<file path="src/rtl/core/cau_pkg.sv">
// Shared types, constants and helper functions for the complex arithmetic unit.
// Used by every module under rtl/core; depends on nothing else.
package cau_pkg;

	localparam int DW   = 32;            // width of one Q16.16 value
	localparam int FRAC = 16;            // fraction bits
	localparam int PW   = 2 * DW;        // product width
	localparam int SW   = PW + 2;        // width of sums of products
	localparam int NW   = PW + FRAC + 2; // width of a divider numerator
	localparam int RW   = 2 * DW;        // radicand width of the root unit
	localparam int QW   = DW;            // quotient bits produced by the divider

	localparam logic signed [DW-1:0] MAX_V = {1'b0, {(DW-1){1'b1}}};
	localparam logic signed [DW-1:0] MIN_V = {1'b1, {(DW-1){1'b0}}};

	typedef enum logic [3:0] {
		OP_ADD   = 4'd0,
		OP_SUB   = 4'd1,
		OP_MUL   = 4'd2,
		OP_DIV   = 4'd3,
		OP_CONJ  = 4'd4,
		OP_NEG   = 4'd5,
		OP_NORM  = 4'd6,
		OP_ABS   = 4'd7,
		OP_SQRT  = 4'd8,
		OP_WEDGE = 4'd9,
		OP_SCALE = 4'd10,
		OP_RECIP = 4'd11
	} op_t;

	typedef enum logic [1:0] {
		ST_OK   = 2'd0,
		ST_DIV0 = 2'd1,
		ST_OVF  = 2'd2
	} status_t;

	// Classified item as it waits in the queue.
	typedef struct packed {
		op_t                   op;
		logic signed [DW-1:0]  ar;
		logic signed [DW-1:0]  ai;
		logic signed [DW-1:0]  br;
		logic signed [DW-1:0]  bi;
		logic signed [DW-1:0]  sx;   // operands of the squared magnitude
		logic signed [DW-1:0]  sy;
		logic                  dz;   // divisor is zero
	} item_t;

	typedef struct packed {
		logic signed [DW-1:0] val;
		logic                 ovf;
	} sat_t;

	// Control and early results carried down the back pipeline.
	typedef struct packed {
		op_t                  op;
		logic                 dz;
		logic                 ai_neg;
		logic signed [DW-1:0] ar;
		logic signed [DW-1:0] re;
		logic signed [DW-1:0] im;
		status_t              st;
	} ctl_t;

	typedef struct packed {
		logic neg;   // numerator was negative
		logic big;   // quotient magnitude is at least 2^QW
	} div_tag_t;

	typedef struct packed {
		sat_t re;
		sat_t im;
	} dres_t;

	// Saturate a wide signed value to DW bits.
	function automatic sat_t sat_sw(input logic signed [SW-1:0] v);
		sat_t r;
		if (v[SW-1:DW-1] == '0 || v[SW-1:DW-1] == '1) begin
			r.val = v[DW-1:0];
			r.ovf = 1'b0;
		end else begin
			r.val = v[SW-1] ? MIN_V : MAX_V;
			r.ovf = 1'b1;
		end
		return r;
	endfunction

	// Turn an unsigned quotient and remainder flag into a floored, saturated value.
	function automatic sat_t div_fix(input logic [QW-1:0] q, input logic rem_nz,
			input div_tag_t tag);
		sat_t       r;
		logic [QW:0] mq;
		logic [QW:0] nm;
		mq = {1'b0, q} + (QW+1)'(rem_nz);
		nm = ~mq + (QW+1)'(1);
		if (tag.big) begin
			r.val = tag.neg ? MIN_V : MAX_V;
			r.ovf = 1'b1;
		end else if (!tag.neg) begin
			if ({1'b0, q} > (QW+1)'(MAX_V)) begin
				r.val = MAX_V;
				r.ovf = 1'b1;
			end else begin
				r.val = q[DW-1:0];
				r.ovf = 1'b0;
			end
		end else begin
			if (mq > ((QW+1)'(1) << (DW-1))) begin
				r.val = MIN_V;
				r.ovf = 1'b1;
			end else begin
				r.val = nm[DW-1:0];
				r.ovf = 1'b0;
			end
		end
		return r;
	endfunction

endpackage

</file>
<file path="src/rtl/core/cau_queue.sv">
// Four-entry queue of classified items between the front and the back.
// Depends on cau_pkg for the item type.
module cau_queue import cau_pkg::*; (
	input  logic  clk,
	input  logic  arst_n,
	input  logic  push,
	input  item_t push_item,
	output logic  full,
	input  logic  pop,
	output item_t head,
	output logic  head_valid
);

	localparam int DEPTH = 4;
	localparam int AW    = $clog2(DEPTH);

	item_t          mem_q [DEPTH];
	logic [AW-1:0]  wr_q;
	logic [AW-1:0]  rd_q;
	logic [AW:0]    cnt_q;

	logic do_pop;

	assign full       = (cnt_q == (AW+1)'(DEPTH));
	assign head_valid = (cnt_q != '0);
	assign head       = mem_q[rd_q];
	assign do_pop     = pop && head_valid;

	always_ff @(posedge clk) begin
		if (push) begin
			mem_q[wr_q] <= push_item;
		end
	end

	always_ff @(posedge clk or negedge arst_n) begin
		if (!arst_n) begin
			wr_q  <= '0;
			rd_q  <= '0;
			cnt_q <= '0;
		end else begin
			if (push) begin
				wr_q <= wr_q + AW'(1);
			end
			if (do_pop) begin
				rd_q <= rd_q + AW'(1);
			end
			if (push && !do_pop) begin
				cnt_q <= cnt_q + (AW+1)'(1);
			end else if (do_pop && !push) begin
				cnt_q <= cnt_q - (AW+1)'(1);
			end
		end
	end

endmodule

</file>
<file path="config.mk">
export PLATFORM = sky130hd
export DESIGN_NAME = cau_queue
export DESIGN_NICKNAME = d
export VERILOG_FILES = /design/src/rtl/core/cau_pkg.sv /design/src/rtl/core/cau_queue.sv
export SDC_FILE = /design/constraint.sdc
export NUM_CORES = 1
export LEC_CHECK = 0
export BUFFER_PORTS_ARGS = -buffer_cell sky130_fd_sc_hd__clkbuf_2
export CORE_MARGIN = 1.5
export CORE_UTILIZATION = 57
export CTS_CLUSTER_SIZE = 12
export DETAILED_ROUTE_END_ITERATION = 8
export GPL_TIMING_DRIVEN = 0
export PLACE_DENSITY = 0.79
export SYNTH_ARGS = -nofsm -noshare
export SYNTH_HDL_FRONTEND = slang
export SYNTH_SLANG_ARGS = --single-unit
</file>
<file path="constraint.sdc">
create_clock -name clk -period 7.98 [get_ports clk]
set_clock_uncertainty 0.15 [all_clocks]
set_input_delay 1.596 -clock clk [delete_from_list [all_inputs] [get_ports clk]]
set_output_delay 1.596 -clock clk [all_outputs]
set_load 0.01 [all_outputs]
</file>
After elaboration in Yosys (flattened, before gate mapping)
Memories as Yosys holds them, arrays and structs flattened.
Cells that the tools add are included.
{ "op_classes": {"addsub": 4, "eq_ne": 1, "mux": 4, "reduce_logical": 7} }
{ "op_table": {"columns": ["cell", "count"], "rows": [
  ["two-way mux 3 bit", 2],
  ["adder 2 x 1 -> 2 bit, second input constant", 2],
  ["adder 3 x 1 -> 3 bit, second input constant", 1],
  ["equality test 3 bit, second input constant", 1],
  ["logical AND 1 bit", 3],
  ["nonzero test 3 bit", 1],
  ["subtractor 3 x 1 -> 3 bit, second input constant", 1],
  ["zero test 1 bit", 2],
  ["two-way mux 1 bit", 2],
  ["nonzero test 2 bit", 1]
]} }
{ "word_totals": {"ff_bits": 7, "mem_bits_rw": 788, "input_bits": 201, "output_inout_bits": 199, "wordCells": 20, "n_memories": 1} }
{ "memory_table": {"columns": ["name", "depth", "word_bits", "rd", "rd_ports_with_merged_regs", "wr", "line_no", "rtl"], "rows": [
  ["mem_q", 4, 197, 1, 0, 1, "cau_queue.sv:17", "item_t mem_q [DEPTH];"]
]} }

Logic depth before layout (Yosys ltp)
{ "depth": {"ltp_word": 5, "depth_mapped": 8, "mapped_depth_nobuf": 8} }

Worst setup path after synthesis
OpenSTA, ideal clock, no wires.
{ "synth_path": {"kind": "input port to flip-flop", "startpoint": "input port push", "endpoint": "memory mem_q[1][0] (netlist name), enable pin", "setup_time_ns": 0.581, "t_arrival_ns": 6.067, "required_ns": 7.249, "slack_ns": 1.182, "path_stages": 1, "path_buffers": 0, "cell_sequence": "and2_1"} }
{ "synth_via": {"elab_chain_cells": 2} }
{ "synth_lines": {"columns": ["item", "line_no", "rtl"], "rows": [
  ["start: declaration", "cau_queue.sv:6", "input logic push,"],
  ["two-way mux 1 bit", "cau_queue.sv:30", "if (push) begin"],
  ["two-way mux 1 bit (implied by the code)", "cau_queue.sv:31", "mem_q[wr_q] <= push_item;"],
  ["end: declaration", "cau_queue.sv:17", null]
]} }
Every way passes these cells.

==> flow_summary.toml <==
[timing]
min_period_ns = 4.24
worst_pin_slew_ns = 0.893
finalSetupTns_ns = 0
fin_crit_sh = 0.532
rsz0062_at_grt = "no"
slew_headroom = 0.405
fmax_mhz = 236
setup_viol = 0
drv_slew = 0
hold_viol = 0

[clock_network]
cts_tree = "yes"
cts_hold_buf = 0
cts_resized = 0
cts_root_buffer = "clkbuf_16"
cts_setup_buffers = 0
cts_sinks = 795
h-tree-depth = 3
clk_latency_ns = 0.60
clkTransAtPathRegs_ns = 0.06
clockBufferDepth = 3
cts_buffers = 81

[synth]
synth_commonest_cells = "edfxtp_1 (788), mux4_2 (197), buf_2 (23)"
synth_ff_type = "edfxtp_1"
synth-edff-count = 788
synth_top_area_share = 0.822
ys_top_cells_by_area = "edfxtp_1 (82%), mux4_2 (15%), dfrtp_1 (0.61%), buf_6 (0.55%), buf_2 (0.40%)"
synth.avg_cell_area_sq_um = 27.1
synth_cell_type_count = 20
synth_seq_cells = 795
yosys_warnings = 0
synthMostInstantiatedCell = "edfxtp_1"
syn_area_sq_um = 28800
synthesis.nets = 1270
syn_inst = 1063
synth_top_area_cell = "edfxtp_1"
ys_seq_area_frac = 0.828
async_reset_ff_frac = 0.00881

[critical_path]
crit_fanout = 10
worstPathArrival_ns = 2.50
startpoint_type = "flip-flop"
required_ns = 6.23
crit_path_end_kind = "output port"
crit_type = "flip-flop to output port"

[power_and_ir_drop]
finalPower_w = 0.0130
peakVddDrop_v = 0.000321
power_density_nw_per_um2 = 378
total_leakage_power_nw = 11.8

[routing]
drc = 0
vias = 13200
vias_per_cell = 5.81
wl_per_cell_um = 26.3
drt_pass1_iterations = 4
first_iter_violations = 1138
drt.antenna.violating_nets = 0
wl_um = 60000

[finish]
finalNonFillerCells = 2279
fin_nets = 1765
drive_gt1_frac = 0.467
fillers = 2973
post-route-util = 0.688
final_design_area_no_fill_sq_um = 34400
area_growth_pct = 19.4

[global_routing]
grt.total_usage = 0.236
grt_remaining_overflow = 0
grt_max_degree = 59
antenna_found_initial = 6
grt_pass1_vias = 14300
grt_pass1_wl_um = 89400

[status]
status = "completed"

[placed_design]
portBuffers = 399
dp.final_hpwl_um = 36400
gp_congestion = 0.743
post_dp_cell_area_sq_um = 32000
place_inst = 2147

[floorplanning]
die_x_um = 228
core-area_sq_um = 50000
die_h_um = 228
boundaryPins = 400
initial_utilization = 0.576
rows = 82
die-area_sq_um = 51900

[hold_path]
hold_path.class = "flip-flop to flip-flop"

[flow_run]
max_cap_violations = 0
-- where the power goes --
group / internal, W / switching, W
Clock: 0.00200 / 0.00144
Combinational: 0.00172 / 0.00219
Sequential: 0.00545 / 0.000186
Total: 0.00917 / 0.00381
-- stage by stage --
| stage | worst slack (ns) | hold WS [ns] |
|---|---|---|
| final | 3.74 | 0.371 |
| after global routing | 3.61 | 0.392 |
| after CTS | 3.59 | 0.366 |
| after detailed placement | 4.17 | 0.329 |
| after global placement | -2.57 | 0.315 |
| after floorplan | 1.18 | 0.297 |
-- cell type report --
| class | count | area [sq um] | share of cell area |
|---|---|---|---|
| Timing Repair Buffer | 412 | 2350 | 0.0683 |
| Inverter | 3 | 11.3 | 0.000328 |
| Multi-Input combinational cell | 221 | 4650 | 0.135 |
| Clock buffer | 109 | 2230 | 0.0648 |
| Sequential cell | 795 | 23800 | 0.694 |
| Antenna cell | 4 | 10.0 | 0.000291 |
| Tap cell | 672 | 841 | 0.0245 |
| Buffer | 44 | 299 | 0.00870 |
| Clock inverter | 19 | 143 | 0.00415 |
-- worst paths after layout --
path / cells past startpoint / start / endpoint / slack (ns)
worst max register to register: 5 / wr_q[0] / mem_q[2][119] / 5.33
worst min register to register: 1 / cnt_q[2] / cnt_q[2] / 0.37
worst min-delay path: 1 / cnt_q[2] / cnt_q[2] / 0.37
min in group asynchronous: 1 / arst_n / wr_q[1] / 0.67
worst max-delay path: 5 / rd_q[1] / head[90] / 3.74
max in group asynchronous: 1 / arst_n / cnt_q[1] / 6.83
-- flip-flops by register name, indices dropped and copies added, names as in the netlist --
signal  flops
cnt_q       3
mem_q     788
rd_q        2
wr_q        2
-- worst max-delay path: stages (launching register included) --
cell      delay, ns
dfrtp_1        0.31
buf_2          0.23
buf_2          0.40
buf_2          0.38
mux4_2         0.39
clkbuf_2       0.16
-- per-layer routing --
metal	global-route usage	share of wire	wire, um
met1	0.292	0.36	21700
met5	0	0.00043	26
met2	0.398	0.52	31100
met3	0.0799	0.093	5570
met4	0.0683	0.026	1550
-- kinds of logic (layout without fill, tap and decap cells) --
logic type	count (synthesis)	count (layout)	synth area share
and+or+nand+nor	10	10	0.00191
xor gates and xnor gates	6	6	0.00183
buffers and inverters	47	587	0.0108
DFF	795	795	0.828
AOI/OAI and AO/OA	1	1	0.000174
muxes	198	198	0.154
adders and majority gates	6	6	0.00287
other	0	4	0
-- placed cells by master, fill, tap and decap left out --
master / instances
edfxtp_1: 788
clkbuf_2: 399
mux4_2: 197
clkbuf_16: 85
clkbuf_1: 29
buf_2: 23
buf_6: 14
buf_16: 12
clkinv_1: 8
clkinv_2: 7
dfrtp_1: 7
ha_1: 5
diode_2: 4
and2_4: 4
inv_1: 3
xnor2_1: 3
xor2_1: 3
nand2_1: 2
inv_6: 2
bufinv_16: 2
buf_1: 1
or3_1: 1
nor3b_1: 1
mux2_2: 1
o21ai_0: 1
nand3_1: 1
nor2_1: 1
fa_1: 1
clkbuf_8: 1
buf_12: 1
No activity file was read; power rests on OpenSTA's default activity.
