File: src/rtl/core/cau_pkg.sv
// Shared types, constants and helper functions for the complex arithmetic unit.
// Used by every module under rtl/core; depends on nothing else.
package cau_pkg;

	localparam int DW   = 32;            // width of one Q16.16 value
	localparam int FRAC = 16;            // fraction bits
	localparam int PW   = 2 * DW;        // product width
	localparam int SW   = PW + 2;        // width of sums of products
	localparam int NW   = PW + FRAC + 2; // width of a divider numerator
	localparam int RW   = 2 * DW;        // radicand width of the root unit
	localparam int QW   = DW;            // quotient bits produced by the divider

	localparam logic signed [DW-1:0] MAX_V = {1'b0, {(DW-1){1'b1}}};
	localparam logic signed [DW-1:0] MIN_V = {1'b1, {(DW-1){1'b0}}};

	typedef enum logic [3:0] {
		OP_ADD   = 4'd0,
		OP_SUB   = 4'd1,
		OP_MUL   = 4'd2,
		OP_DIV   = 4'd3,
		OP_CONJ  = 4'd4,
		OP_NEG   = 4'd5,
		OP_NORM  = 4'd6,
		OP_ABS   = 4'd7,
		OP_SQRT  = 4'd8,
		OP_WEDGE = 4'd9,
		OP_SCALE = 4'd10,
		OP_RECIP = 4'd11
	} op_t;

	typedef enum logic [1:0] {
		ST_OK   = 2'd0,
		ST_DIV0 = 2'd1,
		ST_OVF  = 2'd2
	} status_t;

	// Classified item as it waits in the queue.
	typedef struct packed {
		op_t                   op;
		logic signed [DW-1:0]  ar;
		logic signed [DW-1:0]  ai;
		logic signed [DW-1:0]  br;
		logic signed [DW-1:0]  bi;
		logic signed [DW-1:0]  sx;   // operands of the squared magnitude
		logic signed [DW-1:0]  sy;
		logic                  dz;   // divisor is zero
	} item_t;

	typedef struct packed {
		logic signed [DW-1:0] val;
		logic                 ovf;
	} sat_t;

	// Control and early results carried down the back pipeline.
	typedef struct packed {
		op_t                  op;
		logic                 dz;
		logic                 ai_neg;
		logic signed [DW-1:0] ar;
		logic signed [DW-1:0] re;
		logic signed [DW-1:0] im;
		status_t              st;
	} ctl_t;

	typedef struct packed {
		logic neg;   // numerator was negative
		logic big;   // quotient magnitude is at least 2^QW
	} div_tag_t;

	typedef struct packed {
		sat_t re;
		sat_t im;
	} dres_t;

	// Saturate a wide signed value to DW bits.
	function automatic sat_t sat_sw(input logic signed [SW-1:0] v);
		sat_t r;
		if (v[SW-1:DW-1] == '0 || v[SW-1:DW-1] == '1) begin
			r.val = v[DW-1:0];
			r.ovf = 1'b0;
		end else begin
			r.val = v[SW-1] ? MIN_V : MAX_V;
			r.ovf = 1'b1;
		end
		return r;
	endfunction

	// Turn an unsigned quotient and remainder flag into a floored, saturated value.
	function automatic sat_t div_fix(input logic [QW-1:0] q, input logic rem_nz,
			input div_tag_t tag);
		sat_t       r;
		logic [QW:0] mq;
		logic [QW:0] nm;
		mq = {1'b0, q} + (QW+1)'(rem_nz);
		nm = ~mq + (QW+1)'(1);
		if (tag.big) begin
			r.val = tag.neg ? MIN_V : MAX_V;
			r.ovf = 1'b1;
		end else if (!tag.neg) begin
			if ({1'b0, q} > (QW+1)'(MAX_V)) begin
				r.val = MAX_V;
				r.ovf = 1'b1;
			end else begin
				r.val = q[DW-1:0];
				r.ovf = 1'b0;
			end
		end else begin
			if (mq > ((QW+1)'(1) << (DW-1))) begin
				r.val = MIN_V;
				r.ovf = 1'b1;
			end else begin
				r.val = nm[DW-1:0];
				r.ovf = 1'b0;
			end
		end
		return r;
	endfunction

endpackage

File: src/rtl/core/cau_front.sv
// Front end: takes input transactions, decodes the opcode and picks the operands.
// Depends on cau_pkg; feeds cau_queue.
module cau_front import cau_pkg::*; (
	input  logic          s_axis_tvalid,
	output logic          s_axis_tready,
	input  logic [127:0]  s_axis_tdata,  // a_re, a_im, b_re, b_im (lowest first)
	input  logic [3:0]    s_axis_tuser,  // op
	input  logic          full,
	output logic          push,
	output item_t         push_item
);

	op_t                  opc;
	logic signed [DW-1:0] ar, ai, br, bi;

	assign s_axis_tready = !full;
	assign push          = s_axis_tvalid && !full;

	assign opc = op_t'(s_axis_tuser);
	assign ar  = s_axis_tdata[DW-1:0];
	assign ai  = s_axis_tdata[2*DW-1:DW];
	assign br  = s_axis_tdata[3*DW-1:2*DW];
	assign bi  = s_axis_tdata[4*DW-1:3*DW];

	always_comb begin
		push_item.op = opc;
		push_item.ar = ar;
		push_item.ai = ai;
		push_item.br = br;
		push_item.bi = bi;
		unique case (opc)
			OP_DIV: begin
				push_item.sx = br;
				push_item.sy = bi;
				push_item.dz = (br == '0) && (bi == '0);
			end
			OP_RECIP: begin
				push_item.sx = ar;
				push_item.sy = ai;
				push_item.dz = (ar == '0) && (ai == '0);
			end
			default: begin
				push_item.sx = ar;
				push_item.sy = ai;
				push_item.dz = 1'b0;
			end
		endcase
	end

endmodule

File: config.mk
export PLATFORM = sky130hd
export DESIGN_NAME = cau_front
export DESIGN_NICKNAME = d
export VERILOG_FILES = /design/src/rtl/core/cau_pkg.sv /design/src/rtl/core/cau_front.sv
export SDC_FILE = /design/constraint.sdc
export NUM_CORES = 1
export LEC_CHECK = 0
export BUFFER_PORTS_ARGS = -buffer_cell sky130_fd_sc_hd__buf_4
export CAP_MARGIN = 30
export CORE_AREA = 2 2 129 131
export DETAILED_ROUTE_END_ITERATION = 12
export DIE_AREA = 0 0 131 133
export PLACE_DENSITY_LB_ADDON = 0.08
export SYNTH_ARGS = -nofsm -noshare
export SYNTH_HDL_FRONTEND = slang
export SYNTH_SLANG_ARGS = --single-unit
File: constraint.sdc
create_clock -name vclk -period 2.9
set_clock_uncertainty 0.15 [all_clocks]
set_input_delay 0.29 -clock vclk [all_inputs]
set_output_delay 0.29 -clock vclk [all_outputs]
set_load 0.01 [all_outputs]
; Word level (Yosys, flattened, before mapping)
; Cells that the tools add are included.
[totals]
regBits = 0
input_bits = 134
output_inout_bits = 199
wordCells = 11
[op_classes]
eq_ne = 2
muxes = 1
n_reduce_logical = 8
[ops]
columns = cell, n
row1 = $pmux 65 s2, 1
row2 = $logic_not 32->1, 4
row3 = $eq 4x2->1 const B, 1
row4 = $eq 4x4->1 const B, 1
row5 = $logic_and 1x1->1, 3
row6 = $logic_not 1->1, 1

; Longest topological paths before layout
; Gate-level depths: netlist of run 1.
[logic_depth]
word_depth = 3
ltp_mapped = 5
mapped_depth_nobuf = 4

; Least setup slack after synthesis of run 1
; OpenSTA, ideal clock, no wires.
[synth_timing]
path_type = input-to-output
start = in s_axis_tdata[34]
end = out push_item[0] in the netlist's numbering
t_arrival_ns = 1.203
required_ns = 2.460
slack_ns = 1.257
path_stages = 3
path_buffers = 0
path_cell_list = or4_4 -> nor4_2 -> a22o_1
[synth_lines]
columns = element, line
row1 = "start, declared", cau_front.sv:6  ; input logic [127:0] s_axis_tdata,
row2 = "end, declared", cau_front.sv:10  ; output item_t push_item

==> key figures, run 1 <==
Power
  – VDD IR max: 49.4 uV
  – Net Switching: 0.268 mW
  – Sequential power share: 0%
  – Pwr dens: 162 nW/um2
  – Power Total: 0.624 mW
  – Lkg Pwr: 1.89 nW
  – P_int: 0.356 mW
  – Part of the power in the clock network: 0%
  – Combinational power share: 100.0%
  – Switching Fraction: 43.0%

Floorplan
  – Die area: 17,400 um2
  – Die W: 131 um
  – Initial Utilization: 12.9%
  – Core box area: 16,200 um2
  – Row count: 47
  – Die height: 133 um
  – Ports: 333

Worst setup path
  – Crit path DAT: 1.92 ns
  – Critical Path Source Type: input port
  – Worst EP required: 2.46 ns
  – Critical path endpoint category: output pin
  – CP Class: input port to output pin
  – Critical Path End: push_item[0]
  – CP max FO: 3
  – Worst Setup SP: s_axis_tdata[85]

Cells and area
  – # clk buffers: 0
  – Nets: 586
  – Seq cells: 0
  – Layout cell share with drive strength beyond 1: 89.6%
  – Area growth syn-to-layout: 84.7%
  – Register area: 0 um2
  – Post-layout util: 23.8%
  – ANT cells: 0
  – FILL cells: 1,780

STA
  – Worst-Margin Slew: 0.659 ns
  – Fmax: 424 MHz
  – RSZ-0062 raised after global routing: no
  – Fin. Hold Viols: 0
  – Final Cycle Share: 81.3%
  – Slew margin rel.: 55.6%
  – Final min period: 2.36 ns
  – # setup viols final: 0
  – Setup_tns: 0 ns
  – Final slew viol count: 0

Synth
  – Yosys warning count: 0
  – Syn nets: 387
  – Mapped Cells: 253
  – Seq/Total Area, Yosys: 0%
  – Synth cell types: 15
  – Synth area leaders: buf_4 50%, mux2_2 35%, nor4_1 9.3%
  – Synthesized area per cell: 8.22 um2
  – Share of the synthesized area in the top cell type: 49.8%
  – Area leader, netlist: buf_4
  – Synth Cell Area: 2080 um2

Global route
  – Global-route wire length before repair: 15,600 um
  – Vias in the first global route: 2,599
  – GRT Total Usage: 11.8%
  – Grt ovf: 0
  – Initial antenna violation count: 0
  – Largest net degree at the start of global routing: 34

Clock tree
  – Post-CTS Setup Bufs: 0
  – Post-cts hold buffer count: 0
  – # resized after CTS: 0

Drt
  – Wirelength, routed: 11,700 um
  – DR vias: 2,536
  – Drt pass-1 iters: 4
  – DR iter-0 viols: 32
  – DR vias/cell: 3.79
  – ANT nets after route: 0
  – Wire length per cell: 17.4 um
  – DRC: 0

Placed design
  – HPWL after detailed placement: 10,700 um
  – Gpl congestion: 0.753
  – I/O Buffers: 333

Status
  – Outcome: finished clean

Worst hold path
  – Hold Crit Class: input port to output pin
  – Hold Path Cell Cnt: 2

Run
  – Max Cap Violations: 0
cells in the mapped netlist (all sizes together):
library cell  instances
nand4                 7
a22o                  1
mux2                 64
nand2                 3
inv                   1
nor4b                 1
or4                   1
nor2                  1
buf                 139
nor2b                 1
nor3                  2
nor4                 32
stage by stage:
| step | hold slack, ns | setup WS (ns) | instances | area [um2] |
|---|---|---|---|---|
| floorplan | 0.474 | 1.26 | 253 | 2080 |
| detailed placement | 0.619 | 0.339 | 670 | 3840 |
| global placement | 0.620 | 0.361 | 670 | 3840 |
| global route | 0.623 | 0.232 | 670 | 3840 |
| finish | 0.617 | 0.543 | 670 | 3840 |
| CTS | 0.619 | 0.323 | 670 | 3840 |
worst min-delay path by stage:
| stage | slack, ns | endpoint | startpoint |
|---|---|---|---|
| 2_1_floorplan | 0.47 | s_axis_tready | full |
| 3_3_place_gp | 0.62 | push_item[193] | s_axis_tuser[0] |
| 6_report | 0.62 | push_item[193] | s_axis_tuser[0] |
| 4_1_cts | 0.62 | push_item[193] | s_axis_tuser[0] |
| 3_5_place_dp | 0.62 | push_item[193] | s_axis_tuser[0] |
| 5_1_grt | 0.62 | push_item[194] | s_axis_tuser[1] |
worst max-delay path, stage by stage:
cell and delay, ns:
buf_4 0.12, nor4_1 0.54, buf_4 0.20, nand4_1 0.13
nor4_1 0.30, a22o_1 0.19, buf_4 0.14
placed cells by master, fill, tap and decap left out, types with 3 or more instances in the layout:
cell     count
buf_4      336
mux2_2      64
nand2_1      3
nand4_1      7
nor4_1      31
power by group through the flow:
stage	combinational (mW)	clock, mW	sequential (mW)
final	0.624	0	0
after global routing	0.667	0	0
after CTS	0.637	0	0
after detailed placement	0.635	0	0
after global placement	0.644	0	0
after floorplan	0.304	0	0
layout make-up:
class                      instances  area (um2)  area share [%]
multi-input combinational        113        1040            27.1
inverter                           1        3.75          0.0977
tap                              220         275            7.16
timing repair buffer             336        2520            65.6
cells by family after synthesis:
| kind of cell | share of synthesized area, % |
|---|---|
| muxes | 34.6 |
| buffers and inverters | 50.2 |
| AOI/OAI and AO/OA | 0.421 |
| and+or+nand+nor | 14.7 |
routing by layer:
metal	vias up	routed length (um)	share of wire, %	GRT usage (%)
met4	0	44	0.38	0.355
met1	1178	4060	35	12.3
met5	-	0	0	0
met2	174	6720	58	25.6
li1	1180	-	-	-
met3	4	830	7.1	1.25
(Power assumes the default switching activity.)
==> inputs of run 2 (changes only) <==
clock period = 2.4 ns   (was 2.9 ns; I/O delays follow)
==> run 2 against run 1 <==
Design area grew 2.1%. Count of clock-buffer cells in the layout did not move. Hold slack worse by 0.098 ns. Die area stayed put. Flip-flop and latch count stayed put. Global-route usage up 0.19 points. Critical path type unchanged. First-iteration DRC count rose by 47%. Non-clock buffer count up 4.
==> key figures, run 2 (synthesis gave the netlist of run 1 again) <==
Status
  – Outcome: finished clean (unchanged)

STA
  – # setup viols final: 0 (unchanged)
  – Final worst slack: 0.183 ns (was 0.543 ns)
  – Final slew viol count: 0 (unchanged)
  – Final min period: 2.22 ns
  – Fin. Hold Viols: 0 (unchanged)
  – Fmax: 451 MHz
  – Final Cycle Share: 92.4%
  – Worst-Margin Slew: 0.551 ns (was 0.659 ns)
  – RSZ-0062 raised after global routing: no (unchanged)
  – Slew margin rel.: 62.9% (was 55.6%)

Power
  – VDD IR max: 54.5 uV (was 49.4 uV)
  – Pwr dens: 194 nW/um2 (was 162 nW/um2)
  – Lkg Pwr: 1.91 nW (was 1.89 nW)
  – Power Total: 0.763 mW (was 0.624 mW)

Floorplan
  – Row count: 47 (unchanged)
  – Die height: 133 um (unchanged)
  – Core box area: 16,200 um2 (unchanged)
  – Initial Utilization: 12.9% (unchanged)
  – Ports: 333 (unchanged)
  – Die W: 131 um (unchanged)
  – Die area: 17,400 um2 (unchanged)

Global route
  – GRT Total Usage: 12.0% (was 11.8%)
  – Largest net degree at the start of global routing: 41 (was 34)
  – Grt ovf: 0 (unchanged)
  – Vias in the first global route: 2,668 (was 2,599)
  – Initial antenna violation count: 0 (unchanged)
  – Global-route wire length before repair: 16,000 um (was 15,600 um)

Drt
  – DRC: 0 (unchanged)
  – DR iter-0 viols: 47 (was 32)
  – ANT nets after route: 0 (unchanged)
  – Wire length per cell: 17.6 um (was 17.4 um)
  – Wirelength, routed: 11,800 um (was 11,700 um)
  – DR vias: 2,548 (was 2,536)
  – DR vias/cell: 3.78 (was 3.79)
  – Drt pass-1 iters: 4 (unchanged)

Placed design
  – I/O Buffers: 333 (unchanged)
  – HPWL after detailed placement: 10,700 um (about the same)
  – Gpl congestion: 0.754 (was 0.753)
  – Post-place setup slack: -0.250 ns (was 0.339 ns)
  – Placed insts: 674 (was 670)

Worst setup path
  – Critical Path Source Type: input port (unchanged)
  – CP Class: input port to output pin (unchanged)
  – Worst Setup SP: s_axis_tdata[123] (was s_axis_tdata[85])
  – Critical path endpoint category: output pin (unchanged)
  – CP max FO: 3 (unchanged)
  – Critical Path End: push_item[0] (unchanged)
  – Worst EP required: 2.01 ns (was 2.46 ns)
  – Crit path DAT: 1.83 ns (was 1.92 ns)

Cells and area
  – Non-Filler Instances: 674 (was 670)
  – FILL cells: 1,821 (was 1,780)
  – Area growth syn-to-layout: 88.7% (was 84.7%)
  – Layout cell share with drive strength beyond 1: 90.7% (was 89.6%)
  – ANT cells: 0 (unchanged)
  – Most frequent cells in the layout: 339 x buf_4, 64 x mux2_2, 26 x nor4_1 (was 336 x buf_4, 64 x mux2_2, 31 x nor4_1)
  – Seq cells: 0 (unchanged)
  – # clk buffers: 0 (unchanged)
  – Nets: 590 (was 586)
  – Commonest non-fill, non-tap cell in the layout: buf_4 (unchanged)
  – Post-layout util: 24.3% (was 23.8%)
  – Register area: 0 um2 (unchanged)

Worst hold path
  – Hold Path Cell Cnt: 2 (unchanged)
  – Hold Crit Class: input port to output pin (unchanged)

Clock tree
  – Post-CTS Setup Bufs: 0 (unchanged)
  – Post-cts hold buffer count: 0 (unchanged)

Run
  – Max Cap Violations: 0 (unchanged)
-- run 2: power by group --
part | switching, mW | internal (mW) | total [mW]
Combinational | 0.328 | 0.435 | 0.763
Clock | 0 | 0 | 0
Sequential | 0 | 0 | 0
Total | 0.328 | 0.435 | 0.763
-- run 2: area by class of cell --
cell class | count | area, um2 | area share, %
Tap cell | 220 | 275 | 7.01
Multi-Input combinational cell | 113 | 1080 | 27.6
Timing Repair Buffer | 340 | 2560 | 65.3
Inverter | 1 | 3.75 | 0.0956
-- run 2: worst min path at each step --
stage                    start             end
5_1_grt        s_axis_tuser[1]  push_item[194]
4_1_cts        s_axis_tuser[0]  push_item[193]
2_1_floorplan             full   s_axis_tready
6_report       s_axis_tuser[1]  push_item[194]
3_3_place_gp   s_axis_tuser[0]  push_item[193]
3_5_place_dp   s_axis_tuser[1]  push_item[194]
-- run 2: what timing repair did --
item	4_1_cts	5_1_grt
gates resized for setup	4	2
gates cloned	0	0
endpoints found under the setup margin	1	1
-- run 2: worst max-delay path: stages --
cell	delay, ns
buf_4	0.12
nor4_1	0.52
nand4_1	0.25
nor4_2	0.35
a22o_1	0.22
buf_4	0.13
-- run 2: per-layer routing --
metal / part of all wire [%] / GRT usage (%) / wire [um] / vias to the layer above
met1: 36 / 13.2 / 4210 / 1183
met4: 0.16 / 0.296 / 19 / 0
li1: - / - / - / 1187
met3: 7.1 / 0.809 / 843 / 2
met5: 0 / 0 / 0 / -
met2: 57 / 25.6 / 6770 / 176
-- run 2: metrics by stage --
| stage | TNS (ns) | hold WS, ns | instance area, um2 |
|---|---|---|---|
| floorplan | 0 | 0.374 | 2080 |
| finish | 0 | 0.520 | 3930 |
| CTS | 0 | 0.520 | 3910 |
| global placement | -0.208 | 0.519 | 3890 |
| detailed placement | -0.250 | 0.520 | 3890 |
| global route | 0 | 0.523 | 3930 |
==> inputs of run 3 (changes only) <==
GPL_TIMING_DRIVEN = 0   (was default)
==> run 3 against run 2 <==
Total power rose by 20%. Via count rose by 14%. Count of clock-buffer cells in the layout did not move. Sequential share of layout area did not move. Final cell count rose by 20%. Largest cell class unchanged. Largest power group unchanged. Critical path depth did not move.
==> key figures, run 3 (synthesis gave the netlist of run 1 again) <==
Drt
  – ANT nets after route: 0 (unchanged)
  – Detailed route wirelength on metal3: 993 um (was 843 um)
  – Drt pass-1 iters: 4 (unchanged)
  – WL met1: 4650 um (was 4210 um)
  – Wire length on met2: 7250 um (was 6770 um)
  – DRC: 0 (unchanged)
  – Max Used Layer: met4 (unchanged)
  – DR vias: 2,913 (was 2,548)
  – DR vias/cell: 3.61 (was 3.78)
  – Wire length per cell: 16.0 um (was 17.6 um)
  – Wirelength, routed: 12,900 um (was 11,800 um)
  – DR iter-0 viols: 34 (was 47)

Floorplan
  – Die area: 17,400 um2 (unchanged)
  – Ports: 333 (unchanged)
  – Initial Utilization: 12.9% (unchanged)
  – Die height: 133 um (unchanged)
  – Die W: 131 um (unchanged)
  – Row count: 47 (unchanged)
  – Core box area: 16,200 um2 (unchanged)

STA
  – Worst-Margin Slew: 0.486 ns (was 0.551 ns)
  – RSZ-0062 raised after global routing: no (unchanged)
  – Final slew viol count: 0 (unchanged)
  – Slew margin rel.: 67.3% (was 62.9%)
  – Fin. Hold Viols: 0 (unchanged)
  – Final min period: 2.25 ns (was 2.22 ns)
  – Fmax: 445 MHz (was 451 MHz)
  – # setup viols final: 0 (unchanged)
  – Final Cycle Share: 93.5% (was 92.4%)

Worst setup path
  – Worst EP required: 2.01 ns (about the same)
  – Crit path DAT: 1.86 ns (was 1.83 ns)
  – Critical Path Source Type: input port (unchanged)
  – CP Class: input port to output pin (unchanged)
  – CP max FO: 3 (unchanged)
  – Worst Setup SP: s_axis_tdata[43] (was s_axis_tdata[123])
  – Critical path endpoint category: output pin (unchanged)

Cells and area
  – ANT cells: 0 (unchanged)
  – Area growth syn-to-layout: 135% (was 88.7%)
  – Register area: 0 um2 (unchanged)
  – Commonest non-fill, non-tap cell in the layout: buf_4 (unchanged)
  – Area of the multi-input gates: 1070 um2 (was 1080 um2)
  – FILL cells: 1,767 (was 1,821)
  – Layout cell share with drive strength beyond 1: 92.8% (was 90.7%)
  – Most frequent cells in the layout: 471 x buf_4, 64 x mux2_2, 26 x nor4_1 (was 339 x buf_4, 64 x mux2_2, 26 x nor4_1)
  – # clk buffers: 0 (unchanged)
  – Final Instance Area: 4890 um2 (was 3930 um2)
  – Seq cells: 0 (unchanged)
  – Post-layout util: 30.2% (was 24.3%)
  – Nets: 722 (was 590)

Placed design
  – Dpl cell area: 4860 um2 (was 3890 um2)
  – I/O Buffers: 333 (unchanged)
  – Gpl congestion: 0.770 (was 0.754)
  – HPWL after detailed placement: 11,800 um (was 10,700 um)

Global route
  – Vias in the first global route: 3,123 (was 2,668)
  – Global-route wire length before repair: 17,800 um (was 16,000 um)
  – Largest net degree at the start of global routing: 11 (was 41)
  – GRT Total Usage: 13.4% (was 12.0%)
  – Grt ovf: 0 (unchanged)
  – Initial antenna violation count: 0 (unchanged)

Power
  – Lkg Pwr: 2.54 nW (was 1.91 nW)
  – Power Total: 0.917 mW (was 0.763 mW)
  – VDD IR max: 71.5 uV (was 54.5 uV)
  – Pwr dens: 188 nW/um2 (was 194 nW/um2)

Run
  – Max Cap Violations: 0 (unchanged)

Status
  – Outcome: finished clean (unchanged)

Clock tree
  – Post-CTS Setup Bufs: 0 (unchanged)

Worst hold path
  – Hold Crit Class: input port to output pin (unchanged)
  – Worst Hold Launch: full (was s_axis_tuser[1])
==> run 3: cell count changes in the layout (fill, tap and decap cells not counted), sizes merged <==
cell,previous run,this run
buf,340,472
==> run 3: critical path: stages <==
cell,delay [ns]
buf_4,0.12
nor4_1,0.47
nand4_1,0.29
nor4_2,0.40
a22o_1,0.21
buf_4,0.13
==> run 3: report_power, final <==
group / total [mW] / switching [mW] / internal (mW)
registers: 0 / 0 / 0
clock network: 0 / 0 / 0
logic: 0.917 / 0.354 / 0.563
total: 0.917 / 0.354 / 0.563
==> run 3: layout make-up <==
type | count | share of cell area, %
multi-input combinational | 113 | 21.8
tap | 220 | 5.63
buffer | 139 | 21.3
inverter | 1 | 0.0768
timing repair buffer | 333 | 51.2
==> run 3: path summary, 6_finish.rpt <==
kind	endpoint	slack, ns	depth (start not counted)
worst max-delay path	push_item[0]	0.15	6
worst min-delay path	s_axis_tready	0.57	3
==> run 3: repair_timing <==
action	4_1_cts	5_1_grt
endpoints found under the setup margin	1	1
gates resized for setup	4	1
hold buffers	0	0
hold endpoints to repair	0	0
==> run 3: metrics by stage <==
| stage | setup TNS, ns | hold WS [ns] | cells | setup slack, ns |
|---|---|---|---|---|
| floorplan | 0 | 0.374 | 253 | 0.857 |
| global placement | -0.145 | 0.574 | 806 | -0.145 |
| detailed placement | -0.158 | 0.574 | 806 | -0.158 |
| CTS | 0 | 0.574 | 806 | 0.0212 |
| global route | 0 | 0.585 | 806 | 0.0546 |
| finish | 0 | 0.572 | 806 | 0.155 |
==> run 3: per-layer routing <==
layer / vias to the layer above / track usage, %
met5: - / 0
met2: 176 / 27.8
li1: 1443 / -
met3: 2 / 1.78
met1: 1292 / 14.6
met4: 0 / 0.236
